===== config.mk =====
export PLATFORM = sky130hd
export DESIGN_NAME = text_grid_escape_layout
export DESIGN_NICKNAME = d
export VERILOG_FILES = /design/src/rtl/core/tgel_pkg.sv /design/src/rtl/core/tgel_cfg.sv /design/src/rtl/core/tgel_step.sv /design/src/rtl/core/text_grid_escape_layout.sv
export VERILOG_INCLUDE_DIRS = /design/src /design/src/rtl/core
export SDC_FILE = /design/constraint.sdc
export NUM_CORES = 1
export LEC_CHECK = 0
export BUFFER_PORTS_ARGS = -buffer_cell sky130_fd_sc_hd__buf_2
export CORE_ASPECT_RATIO = 0.6
export CORE_MARGIN = 2
export CORE_UTILIZATION = 51
export CTS_BUF_LIST = sky130_fd_sc_hd__clkbuf_4 sky130_fd_sc_hd__clkbuf_8
export DETAILED_ROUTE_END_ITERATION = 10
export HOLD_SLACK_MARGIN = 0.02
export PLACE_DENSITY_LB_ADDON = 0.15
export SYNTH_ARGS = -nofsm -noshare
export SYNTH_HDL_FRONTEND = slang
export SYNTH_SLANG_ARGS = --single-unit

===== constraint.sdc =====
create_clock -name i_clk -period 14.7 [get_ports i_clk]
set_input_delay 0.735 -clock i_clk [delete_from_list [all_inputs] [get_ports i_clk]]
set_output_delay 0.735 -clock i_clk [all_outputs]
set_load 0.02 [all_outputs]

===== src/rtl/core/text_grid_escape_layout_assert.svh =====
// Assertion macros used by the text grid layout top level.
`ifndef TEXT_GRID_ESCAPE_LAYOUT_ASSERT_SVH
`define TEXT_GRID_ESCAPE_LAYOUT_ASSERT_SVH
`ifndef SYNTHESIS
// Combinational or implication property, checked on every clock out of reset.
`define TGEL_ASSERT(label, prop) \
    label: assert property (@(posedge i_clk) disable iff (!i_rst_n) (prop)) \
        else $error("tgel assertion failed");
// Antecedent in one cycle, consequent in the next.
`define TGEL_ASSERT_NEXT(label, ante, cons) \
    label: assert property (@(posedge i_clk) disable iff (!i_rst_n) (ante) |=> (cons)) \
        else $error("tgel assertion failed");
`else
`define TGEL_ASSERT(label, prop)
`define TGEL_ASSERT_NEXT(label, ante, cons)
`endif
`endif


===== src/rtl/core/tgel_pkg.sv =====
// Types, codes and constants of the text grid layout block.
package tgel_pkg;

    localparam int COLOUR_BITS = 16;
    localparam int COUNT_BITS  = 16;
    localparam int CP_BITS     = 21;
    localparam int LIMIT_BITS  = 17;
    localparam int CFG_BITS    = 21;
    localparam int IDX_BITS    = 3;
    localparam int OUT_TDATA_BITS = 88;

    // UTF-8 lead byte tags.
    localparam logic [2:0] LEAD2_TAG = 3'b110;
    localparam logic [3:0] LEAD3_TAG = 4'b1110;
    localparam logic [4:0] LEAD4_TAG = 5'b11110;

    // Escape codes.
    localparam logic [7:0] ESC_NORMAL  = 8'h00;
    localparam logic [7:0] ESC_EMPH    = 8'h01;
    localparam logic [7:0] ESC_COLOUR  = 8'h02;
    localparam logic [7:0] ESC_SPECIAL = 8'h0F;
    localparam logic [7:0] ESC_FLAG    = 8'hE0;

    localparam logic [CP_BITS-1:0] CP_NEWLINE = CP_BITS'(10);

    typedef enum logic [IDX_BITS-1:0] {
        REG_ROWS     = 3'd0,
        REG_COLS     = 3'd1,
        REG_LIMIT    = 3'd2,
        REG_ESCAPE   = 3'd3,
        REG_START    = 3'd4,
        REG_NORMAL   = 3'd5,
        REG_EMPHASIS = 3'd6,
        REG_SPECIAL  = 3'd7
    } t_reg_idx;

    typedef enum logic [3:0] {
        PH_IDLE  = 4'd0,
        PH_CONT1 = 4'd1,
        PH_CONT2 = 4'd2,
        PH_CONT3 = 4'd3,
        PH_ESC   = 4'd4,
        PH_COLHI = 4'd5,
        PH_COLLO = 4'd6,
        PH_KEY   = 4'd7,
        PH_VAL   = 4'd8
    } t_phase;

    typedef enum logic [1:0] {
        KIND_GLYPH = 2'd0,
        KIND_FLAG  = 2'd1,
        KIND_END   = 2'd2
    } t_kind;

    typedef enum logic [1:0] {
        ST_CONT  = 2'd0,
        ST_LIMIT = 2'd1,
        ST_END   = 2'd2
    } t_status;

    typedef struct packed {
        logic [7:0]             grid_rows;
        logic [7:0]             grid_cols;
        logic [LIMIT_BITS-1:0]  char_limit;
        logic [CP_BITS-1:0]     escape_codepoint;
        logic [COLOUR_BITS-1:0] start_colour;
        logic [COLOUR_BITS-1:0] normal_colour;
        logic [COLOUR_BITS-1:0] emphasis_colour;
        logic [COLOUR_BITS-1:0] special_colour;
    } t_cfg;

    typedef struct packed {
        t_phase                 phase;
        logic [CP_BITS-1:0]     partial;
        logic [7:0]             esc_byte;
        logic [COLOUR_BITS-1:0] colour;
        logic [7:0]             col;
        logic [7:0]             row;
        logic [COUNT_BITS-1:0]  count;
        logic [7:0]             prev_flag_key;
        logic [7:0]             prev_flag_val;
        logic                   finished;
    } t_state;

    typedef struct packed {
        t_kind                  kind;
        logic [7:0]             cell_col;
        logic [7:0]             cell_row;
        logic [COLOUR_BITS-1:0] glyph_colour;
        logic [CP_BITS-1:0]     glyph_codepoint;
        logic [7:0]             flag_key;
        logic [7:0]             flag_value;
        t_status                end_status;
        logic [COUNT_BITS-1:0]  glyph_count;
    } t_result;

endpackage


===== src/rtl/core/tgel_cfg.sv =====
// Configuration register file of the text grid layout block.
module tgel_cfg (
    input  logic                          i_clk,
    input  logic                          i_rst_n,
    input  logic                          i_cfg_wr_en,
    input  logic [tgel_pkg::IDX_BITS-1:0] i_cfg_idx,
    input  logic [tgel_pkg::CFG_BITS-1:0] i_cfg_data,
    output tgel_pkg::t_cfg                o_cfg
);
    import tgel_pkg::*;

    t_cfg r_cfg;

    always_ff @(posedge i_clk) begin
        if (!i_rst_n) begin
            r_cfg.grid_rows        <= '0;
            r_cfg.grid_cols        <= '0;
            r_cfg.char_limit       <= '1;
            r_cfg.escape_codepoint <= CP_BITS'(27);
            r_cfg.start_colour     <= '0;
            r_cfg.normal_colour    <= '0;
            r_cfg.emphasis_colour  <= '0;
            r_cfg.special_colour   <= '0;
        end else if (i_cfg_wr_en) begin
            case (t_reg_idx'(i_cfg_idx))
                REG_ROWS:     r_cfg.grid_rows        <= i_cfg_data[7:0];
                REG_COLS:     r_cfg.grid_cols        <= i_cfg_data[7:0];
                REG_LIMIT:    r_cfg.char_limit       <= i_cfg_data[LIMIT_BITS-1:0];
                REG_ESCAPE:   r_cfg.escape_codepoint <= i_cfg_data[CP_BITS-1:0];
                REG_START:    r_cfg.start_colour     <= i_cfg_data[COLOUR_BITS-1:0];
                REG_NORMAL:   r_cfg.normal_colour    <= i_cfg_data[COLOUR_BITS-1:0];
                REG_EMPHASIS: r_cfg.emphasis_colour  <= i_cfg_data[COLOUR_BITS-1:0];
                REG_SPECIAL:  r_cfg.special_colour   <= i_cfg_data[COLOUR_BITS-1:0];
                default: ;
            endcase
        end
    end

    assign o_cfg = r_cfg;

endmodule


===== src/rtl/core/tgel_step.sv =====
// Per-byte decode, escape handling and grid placement logic.
module tgel_step (
    input  tgel_pkg::t_cfg    i_cfg,
    input  tgel_pkg::t_state  i_state,
    input  logic [7:0]        i_byte,
    input  logic              i_start,
    output tgel_pkg::t_state  o_state,
    output logic              o_res_valid,
    output tgel_pkg::t_result o_res
);
    import tgel_pkg::*;

    t_state                n;
    t_result               res;
    logic                  res_valid;
    logic                  stop;
    logic                  take;
    logic [CP_BITS-1:0]    take_cp;
    logic                  do_end;
    t_status               end_st;
    logic [CP_BITS-1:0]    part_next;
    logic [7:0]            col_old;
    logic [7:0]            row_old;
    logic                  last_row;
    logic                  last_col;
    logic                  at_limit;
    t_status               glyph_st;

    // Continuation bytes are only seen without a box start, so the held partial is current.
    assign part_next = {i_state.partial[CP_BITS-7:0], i_byte[5:0]};

    always_comb begin
        n         = i_state;
        res       = '0;
        res_valid = 1'b0;
        stop      = 1'b0;
        take      = 1'b0;
        take_cp   = '0;
        do_end    = 1'b0;
        end_st    = ST_END;
        col_old   = '0;
        row_old   = '0;
        at_limit  = 1'b0;
        glyph_st  = ST_CONT;

        // A box start clears the box state and may end the box at once.
        if (i_start) begin
            n.phase    = PH_IDLE;
            n.partial  = '0;
            n.esc_byte = '0;
            n.colour   = i_cfg.start_colour;
            n.col      = '0;
            n.row      = '0;
            n.count    = '0;
            n.finished = 1'b0;
            if (i_cfg.char_limit == '0) begin
                do_end = 1'b1;
                end_st = ST_LIMIT;
                stop   = 1'b1;
            end else if (i_cfg.grid_rows == '0 || i_cfg.grid_cols == '0) begin
                do_end = 1'b1;
                end_st = ST_END;
                stop   = 1'b1;
            end
        end

        // Cursor position of this item, before any advance.
        last_row = ({1'b0, n.row} + 9'd1) >= {1'b0, i_cfg.grid_rows};
        last_col = ({1'b0, n.col} + 9'd1) >= {1'b0, i_cfg.grid_cols};

        if (!stop && !n.finished) begin
            case (n.phase)
                PH_IDLE: begin
                    if (i_byte[7:5] == LEAD2_TAG) begin
                        n.partial = CP_BITS'(i_byte[4:0]);
                        n.phase   = PH_CONT1;
                    end else if (i_byte[7:4] == LEAD3_TAG) begin
                        n.partial = CP_BITS'(i_byte[3:0]);
                        n.phase   = PH_CONT2;
                    end else if (i_byte[7:3] == LEAD4_TAG) begin
                        n.partial = CP_BITS'(i_byte[2:0]);
                        n.phase   = PH_CONT3;
                    end else begin
                        take    = 1'b1;
                        take_cp = CP_BITS'(i_byte);
                    end
                end
                PH_CONT1, PH_CONT2, PH_CONT3: begin
                    if (i_byte == 8'd0) begin
                        do_end = 1'b1;
                        end_st = ST_END;
                    end else begin
                        n.partial = part_next;
                        if (n.phase == PH_CONT1) begin
                            n.phase = PH_IDLE;
                            take    = 1'b1;
                            take_cp = part_next;
                        end else if (n.phase == PH_CONT2) begin
                            n.phase = PH_CONT1;
                        end else begin
                            n.phase = PH_CONT2;
                        end
                    end
                end
                PH_ESC: begin
                    n.phase = PH_IDLE;
                    case (i_byte)
                        ESC_NORMAL:  n.colour = i_cfg.normal_colour;
                        ESC_EMPH:    n.colour = i_cfg.emphasis_colour;
                        ESC_SPECIAL: n.colour = i_cfg.special_colour;
                        ESC_COLOUR:  n.phase  = PH_COLHI;
                        ESC_FLAG:    n.phase  = PH_KEY;
                        default: ;
                    endcase
                end
                PH_COLHI: begin
                    n.esc_byte = i_byte;
                    n.phase    = PH_COLLO;
                end
                PH_COLLO: begin
                    n.colour = COLOUR_BITS'({n.esc_byte, i_byte});
                    n.phase  = PH_IDLE;
                end
                PH_KEY: begin
                    n.esc_byte = i_byte;
                    n.phase    = PH_VAL;
                end
                PH_VAL: begin
                    n.phase = PH_IDLE;
                    // A flag event that repeats the previous one is dropped.
                    if (!(n.esc_byte == n.prev_flag_key && i_byte == n.prev_flag_val)) begin
                        n.prev_flag_key  = n.esc_byte;
                        n.prev_flag_val  = i_byte;
                        res_valid        = 1'b1;
                        res.kind         = KIND_FLAG;
                        res.flag_key     = n.esc_byte;
                        res.flag_value   = i_byte;
                        res.end_status   = ST_CONT;
                        res.glyph_count  = n.count;
                    end
                end
                default: n.phase = PH_IDLE;
            endcase
        end

        // A complete codepoint: terminator, escape, newline or glyph.
        if (take) begin
            n.phase = PH_IDLE;
            if (take_cp == '0) begin
                do_end = 1'b1;
                end_st = ST_END;
            end else if (take_cp == i_cfg.escape_codepoint) begin
                n.phase = PH_ESC;
            end else if (take_cp == CP_NEWLINE) begin
                if (last_row) begin
                    do_end = 1'b1;
                    end_st = ST_END;
                end else begin
                    n.row = n.row + 8'd1;
                    n.col = '0;
                end
            end else begin
                col_old = n.col;
                row_old = n.row;
                if (n.count != '1) begin
                    n.count = n.count + COUNT_BITS'(1);
                end
                at_limit = !i_cfg.char_limit[LIMIT_BITS-1] && (i_cfg.char_limit != '0) &&
                           ({1'b0, n.count} >= i_cfg.char_limit);
                if (at_limit) begin
                    glyph_st = ST_LIMIT;
                end else if (last_col) begin
                    n.col = '0;
                    if (last_row) begin
                        glyph_st = ST_END;
                    end else begin
                        n.row = n.row + 8'd1;
                    end
                end else begin
                    n.col = n.col + 8'd1;
                end
                if (glyph_st != ST_CONT) begin
                    n.finished = 1'b1;
                end
                res_valid           = 1'b1;
                res.kind            = KIND_GLYPH;
                res.cell_col        = col_old;
                res.cell_row        = row_old;
                res.glyph_colour    = n.colour;
                res.glyph_codepoint = take_cp;
                res.end_status      = glyph_st;
                res.glyph_count     = n.count;
            end
        end

        if (do_end) begin
            n.finished      = 1'b1;
            n.phase         = PH_IDLE;
            res             = '0;
            res_valid       = 1'b1;
            res.kind        = KIND_END;
            res.end_status  = end_st;
            res.glyph_count = n.count;
        end
    end

    assign o_state     = n;
    assign o_res_valid = res_valid;
    assign o_res       = res;

endmodule


===== src/rtl/core/text_grid_escape_layout.sv =====
// Top level of the text grid layout block: input register, state, result register.
// Flow: a text byte accepted into the input register is processed against the box
// state once its result, if any, has room, and that result is then presented from
// the result register.
// Throughput: one byte per cycle while the result stream is not stalled.
// Reset (synchronous, active low) restores the register defaults and leaves the box finished.
`include "text_grid_escape_layout_assert.svh"

module text_grid_escape_layout (
    input  logic                                i_clk,
    input  logic                                i_rst_n,
    // Configuration write port.
    input  logic                                i_cfg_wr_en,
    input  logic [tgel_pkg::IDX_BITS-1:0]       i_cfg_idx,
    input  logic [tgel_pkg::CFG_BITS-1:0]       i_cfg_data,
    // Input stream.
    input  logic                                s_axis_tvalid,
    output logic                                s_axis_tready,
    input  logic [7:0]                          s_axis_tdata,   // text_byte
    input  logic                                s_axis_tuser,   // box_start
    // Result stream.
    output logic                                m_axis_tvalid,
    input  logic                                m_axis_tready,
    // cell_col [7:0], cell_row [15:8], glyph_colour [31:16],
    // glyph_codepoint [52:32], flag_key [60:53], flag_value [68:61],
    // end_status [70:69], glyph_count [86:71], zero [87]
    output logic [tgel_pkg::OUT_TDATA_BITS-1:0] m_axis_tdata,
    output logic [1:0]                          m_axis_tuser    // kind
);
    import tgel_pkg::*;

    t_cfg    w_cfg;
    t_state  r_state;
    t_state  n_state;
    t_result w_res;
    t_result r_out;
    logic    w_res_valid;
    logic    r_in_valid;
    logic    r_in_start;
    logic [7:0] r_in_byte;
    logic    r_out_valid;
    logic    w_fire;
    logic    w_in_take;

    tgel_cfg u_cfg (
        .i_clk       (i_clk),
        .i_rst_n     (i_rst_n),
        .i_cfg_wr_en (i_cfg_wr_en),
        .i_cfg_idx   (i_cfg_idx),
        .i_cfg_data  (i_cfg_data),
        .o_cfg       (w_cfg)
    );

    tgel_step u_step (
        .i_cfg       (w_cfg),
        .i_state     (r_state),
        .i_byte      (r_in_byte),
        .i_start     (r_in_start),
        .o_state     (n_state),
        .o_res_valid (w_res_valid),
        .o_res       (w_res)
    );

    // The held item is processed when its result, if any, has room: either
    // the result register is empty or is being drained this cycle. Items
    // that produce no result always go through.
    assign w_fire        = r_in_valid && (!w_res_valid || !r_out_valid || m_axis_tready);
    assign s_axis_tready = !r_in_valid || w_fire;
    assign w_in_take     = s_axis_tvalid && s_axis_tready;

    always_ff @(posedge i_clk) begin
        if (!i_rst_n) begin
            r_in_valid <= 1'b0;
        end else if (w_in_take) begin
            r_in_valid <= 1'b1;
        end else if (w_fire) begin
            r_in_valid <= 1'b0;
        end
    end

    always_ff @(posedge i_clk) begin
        if (w_in_take) begin
            r_in_byte  <= s_axis_tdata;
            r_in_start <= s_axis_tuser;
        end
    end

    // Box state; the last flag key and value persist across boxes.
    always_ff @(posedge i_clk) begin
        if (!i_rst_n) begin
            r_state <= '{phase: PH_IDLE, partial: '0, esc_byte: '0, colour: '0,
                         col: '0, row: '0, count: '0, prev_flag_key: '0,
                         prev_flag_val: '0, finished: 1'b1};
        end else if (w_fire) begin
            r_state <= n_state;
        end
    end

    always_ff @(posedge i_clk) begin
        if (!i_rst_n) begin
            r_out_valid <= 1'b0;
        end else if (w_fire && w_res_valid) begin
            r_out_valid <= 1'b1;
        end else if (m_axis_tready) begin
            r_out_valid <= 1'b0;
        end
    end

    always_ff @(posedge i_clk) begin
        if (w_fire && w_res_valid) begin
            r_out <= w_res;
        end
    end

    assign m_axis_tvalid = r_out_valid;
    assign m_axis_tuser  = r_out.kind;
    assign m_axis_tdata  = {1'b0, r_out.glyph_count, r_out.end_status, r_out.flag_value,
                            r_out.flag_key, r_out.glyph_codepoint, r_out.glyph_colour,
                            r_out.cell_row, r_out.cell_col};

    // A finished box never carries a partial sequence.
    `TGEL_ASSERT(a_finished_idle, r_state.finished |-> r_state.phase == PH_IDLE)
    // With the box finished and no start, an item yields nothing.
    `TGEL_ASSERT(a_idle_silent, (w_fire && !r_in_start && r_state.finished) |-> !w_res_valid)
    // A result with a nonzero end status leaves the box finished.
    `TGEL_ASSERT_NEXT(a_end_finishes, (w_fire && w_res_valid && w_res.end_status != ST_CONT), r_state.finished)
    // The glyph count only grows within a box.
    `TGEL_ASSERT_NEXT(a_count_mono, (w_fire && !r_in_start), r_state.count >= $past(r_state.count))

endmodule


# Word level (Yosys, flattened, before mapping)
# Cells that the tools add are included.
[totals]
elab_cells = 220
input_bits = 38
reg_bits = 316
[op_classes]
reduce_logical = 41
eq_ne = 27
magnitude_cmp = 3
n_addsub = 5
mux = 109
bitwise_logic = 4
[op_table]
columns = ["op", "count"]
rows = [
  ["two-way mux 55 bit", 4],
  ["two-way mux 16 bit", 10],
  ["two-way mux 18 bit", 7],
  ["two-way mux 25 bit", 4],
  ["two-way mux 32 bit", 3],
  ["two-way mux 21 bit", 4],
  ["one-hot mux 21 bit (2 select lines)", 2],
  ["two-way mux 81 bit", 1],
  ["two-way mux 49 bit", 1],
  ["two-way mux 8 bit", 6],
  ["one-hot mux 16 bit (3 select lines)", 1],
  ["two-way mux 2 bit", 21],
  ["two-way mux 1 bit", 37],
  ["one-hot mux 16 bit (2 select lines)", 1],
  ["zero test 8 bit", 3],
  ["equality test 21 bit", 1],
  ["equality test 21 x 4 -> 1 bit (second input constant)", 1],
  ["zero test 21 bit", 1],
  ["one-hot mux 4 bit (5 select lines)", 1],
  ["adder 8 x 1 -> 9 bit (second input constant)", 2],
  ["greater-or-equal comparator 9 x 8 -> 1 bit", 2],
  ["greater-or-equal comparator 16 x 17 -> 1 bit", 1],
  ["zero test 17 bit", 1],
  ["nonzero test 17 bit", 1],
  ["other kinds (33)", 73],
]

# Longest topological paths before layout
[depth]
ltp_word = 27
depth_mapped = 23
ltp_nobuf = 22

# Modules after synthesis
# Synthesis repeated with hierarchy kept, for this count alone.
[hier_totals]
cells_unflattened = 1869
area_unflattened_um2 = 17179.0
[by_module_without_submodules]
columns = ["module", "cells_each", "seq_area_each_um2", "n_inst", "area_each_um2"]
rows = [
  ["text_grid_escape_layout", 536, 4944.7, 1, 6939.2],
  ["tgel_step", 898, 0.0, 1, 5744.3],
  ["tgel_cfg", 435, 2362.3, 1, 4495.6],
]

# Worst setup path after synthesis
# No wires, ideal clock.
[synth_path]
path_type = "register to register"
from = "register r_in_start"
to = "register r_out (netlist bit m_axis_tdata[0]), enable pin"
setup_slack_ns = 5.329
t_required_ns = 14.162
arrival_time_ns = 8.833
stages_incl_launch_ff = 22
synth_period_minus_slack_ns = 9.371
setup_time_ns = 0.538
n_path_buf = 8
cell_sequence = "edfxtp_1 -> buf_2 -> buf_1 -> clkbuf_1 -> clkbuf_1 -> clkbuf_1 -> clkbuf_1 -> nor2b_1 -> ha_1 -> xnor2_1 -> ha_1 -> a21oi_1 -> o21ai_0 -> a211o_1 -> a2111oi_0 -> o21ai_0 -> a211oi_2 -> nor2_1 -> a21o_4 -> buf_6 -> clkbuf_1 -> nor2_1"
[synth_between]
elab_chain_cells = 17
word_cells_on_any_way = 48
cone_classes = "1 x add/sub; 1 x order compare; 7 x eq/ne; 27 x mux; 12 x reduce/logical"
[synth_rtl]
columns = ["element", "line", "source"]
rows = [
  ["start: declaration", "text_grid_escape_layout.sv:39", "logic r_in_start;"],
  ["start signal: assignment", "text_grid_escape_layout.sv:84", "r_in_start <= s_axis_tuser;"],
  ["branches (longest 11 deep; another with adder 8 x 1 -> 9 bit)", "--", ""],
  ["two-way mux 1 bit *", "tgel_step.sv:196", "if (do_end) begin"],
  ["zero test 1 bit", "text_grid_escape_layout.sv:67", "assign w_fire = r_in_valid && (!w_res_valid || !r_out_valid || m_axis_tready);"],
  ["logical OR 1 bit (2 in a row)", "text_grid_escape_layout.sv:67", ""],
  ["logical AND 1 bit", "text_grid_escape_layout.sv:67", ""],
  ["logical AND 1 bit *", "text_grid_escape_layout.sv:110", "if (w_fire && w_res_valid) begin"],
  ["end signal: assignment", "text_grid_escape_layout.sv:111", "r_out <= w_res;"],
  ["end: declaration", "text_grid_escape_layout.sv:36", "t_result r_out;"],
]
# Mark *: on every way between the ends.
# A chain may end at the register's enable or synchronous reset.

# Worst setup path after layout
[layout_path]
from = "register r_in_start"
to = "register r_out (netlist bit m_axis_tdata[73]), enable pin"
# Same word-level chain as after synthesis.

==> impl_metrics.yaml <==
layout:
  final_cell_mix: "377 x nand2_1, 212 x dfxtp_1, 162 x a21oi_1, 128 x buf_2, 99 x nor2_1"
  instances_no_fill: 2326
  final_util: 0.584
  final_common_cell: "nand2_1"
  area_growth_pct: 11.9
  diodes: 0
  nets: 1953
  drive_above_1_share: 0.141
flow_run:
  maxCapViolCount: 0
global_routing:
  grt_pass1_wl_mm: 74.5
  grt_pass1_vias: 12700
  antenna_found_initial: 0
  gr-total-overflow: 0
  grtUsageTotal: 0.293
  grt_max_degree: 106
worst_setup_path:
  cp.required_ps: 14910
  slowest_stage: "nor2_4"
  path_max_fanout: 60
  cp_data_arrival_time_ps: 6930
  crit_family: "compound AO/OA/AOI/OAI gates"
  worstSetupPathType: "reg2reg"
  path_cells: "buf_4 -> buf_4 -> nor2b_1 -> ha_1 -> xnor2_1 -> ha_1 -> a21oi_1 -> o21ai_0 -> a211o_1 -> a2111oi_0 -> o21ai_0 -> a211oi_2 -> nor2_1 -> a21o_4 -> nor2_4 -> buf_4"
  worst_setup_path_end_kind: "flop"
  critPathBufInv: 3
  cp_common_cell: "buf_4"
  start_kind: "flop"
  cpPeakStageDelay_ps: 840
clocking:
  cts_hold_buf: 0
  clk-insertion-delay-late_ps: 590
  cts_buffer_depth: 3
  post_cts_buffers: 0
  post_cts_resized: 0
  htreeDepth: 2
  cts_tree: "yes"
  clkTransAtPathRegs_ps: 70
  cts.sinks: 310
  cts_buffers: 48
  cts-root-buf: "clkbuf_8"
drt:
  wl_mm: 48.2
  via_count: 14000
  viasPerCell: 6.00
  wl_per_cell_um: 20.7
  drc_errors: 0
  drtIter0Drc: 1753
  dr.pass1.iters: 6
  drtAntennaViolNets: 0
power:
  irDropWorstVdd_uv: 54.9
  power_mw: 1.89
  leakage_nw: 6.68
  power_density_nw_per_um2: 108
timing:
  final.setup.tns_ps: 0
  period_share: 0.457
  finalHoldViolations: 0
  maxClockFrequency_mhz: 149
  period_minus_slack_ps: 6710
  tightest_slew_ps: 1170
  setup_violations: 0
  slew_headroom: 0.214
  slew_violations: 0
  rsz0062_at_grt: "false"
  skew_ps: 14.3
status:
  run_status: "finished clean"
floorplanning:
  ios: 130
  rows: 49
  die_h_um: 140
  coreArea_um2: 30100
  start_util: 0.522
  die_x_um: 231
  die_area_um2: 32300
place:
  dp_hpwl_mm: 32.8
  portBuffers: 128
  dp.cells: 2238
  globalplace.congestion: 0.947
min_path:
  hold_class: "in2reg"
synth:
  synth-main-ff-cell: "dfxtp_1"
  synthesis.nets: 1880
  synth_cell_types: 87
  synthArstFlopShare: 0
  netlist_instances: 1807
  postSynthAreaPerCell_um2: 8.70
  synth_area_um2: 15700
  ys_ff_latch: 310
  yosysSeqAreaShare: 0.457
  synth_edf_count: 98
  ys_warn_count: 0
[cell families (layout without fill, tap and decap cells)]
group	after synthesis	count (layout)	share of synthesized area
flops	310	310	0.457
buf+inv	167	278	0.0429
other cells	1	1	0.000239
compound gates	419	419	0.175
simple gates	769	769	0.233
xor+xnor	56	56	0.0312
mux	50	50	0.0319
fa+ha+maj	35	35	0.0279
[cells in the mapped netlist (all sizes together), types with 13 or more instances]
master | count | area [um^2]
a31oi | 27 | 169
a21oi | 163 | 827
nor4 | 18 | 146
a21o | 17 | 135
nand2 | 379 | 1430
o211ai | 25 | 201
xnor2 | 39 | 342
buf | 34 | 166
nand3 | 48 | 245
and3 | 30 | 188
inv | 43 | 161
xor2 | 17 | 149
o21ai | 53 | 265
nor2b | 31 | 194
o221ai | 18 | 158
dfxtp | 212 | 4240
and2 | 40 | 250
a22o | 31 | 272
mux2i | 49 | 490
nand4 | 22 | 138
ha | 35 | 438
nor2 | 103 | 397
nand2b | 13 | 81.3
a22oi | 14 | 105
clkbuf | 90 | 347
edfxtp | 98 | 2940
nor3 | 35 | 191
[metal layers]
metal,wire length [um],global-route usage,up-vias
met1,23100,0.464,6616
met4,834,0.0703,0
li1,-,-,6577
met5,0,0,-
met3,4790,0.0542,72
met2,19500,0.407,691
[state kept, by name (all words and copies together), names as in the netlist]
register       count
m_axis_tdata      87
m_axis_tuser       2
m_axis_tvalid      1
r_in_byte          8
r_in_start         1
r_in_valid         1
r_state           92
u_cfg.o_cfg      118
[worst register-to-register path: stages (launching register included)]
cell	delay, ps
edfxtp_1	340
buf_4	500
buf_4	550
nor2b_1	160
ha_1	290
xnor2_1	220
ha_1	280
a21oi_1	120
o21ai_0	140
a211o_1	310
a2111oi_0	680
o21ai_0	240
a211oi_2	290
nor2_1	140
a21o_4	460
nor2_4	850
buf_4	740
[stage by stage]
step / cell area [um^2] / hold WS, ps / setup WS, ps
after floorplan: 15700 / 431 / 5330
after global placement: 16500 / 441 / 8250
after detailed placement: 16500 / 447 / 8060
after CTS: 17600 / 297 / 8020
after global routing: 17600 / 288 / 7600
final: 17600 / 316 / 7990
[worst paths after layout]
kind | startpoint | to | slack, ps | cells past startpoint
setup / recovery | r_in_start$_DFFE_PP_ | m_axis_tdata[73]$_DFFE_PP_ | 7990 | 16
hold / removal | s_axis_tdata[3] | r_in_byte[3]$_DFFE_PP_ | 320 | 1
setup reg to reg | r_in_start$_DFFE_PP_ | m_axis_tdata[73]$_DFFE_PP_ | 7990 | 16
hold reg to reg | u_cfg.o_cfg[6]$_SDFFE_PN0P_ | u_cfg.o_cfg[6]$_SDFFE_PN0P_ | 460 | 2
[report_power, final]
group | switching (mW) | internal [mW] | total [mW]
Combinational | 0.120 | 0.0439 | 0.164
Clock | 0.353 | 0.460 | 0.813
Sequential | 0.0149 | 0.902 | 0.917
Total | 0.488 | 1.41 | 1.89
[final cells by class]
| class | instances | area [um^2] |
|---|---|---|
| fillers | 2713 | 12500 |
| multi-input cells | 1330 | 7880 |
| flip-flops and latches | 310 | 7190 |
| clock buffers | 75 | 901 |
| repair buffers | 147 | 783 |
| well taps | 408 | 510 |
| inverters | 43 | 164 |
| clock inverters | 13 | 161 |
Note: power is estimated with default switching activity, not from simulation.
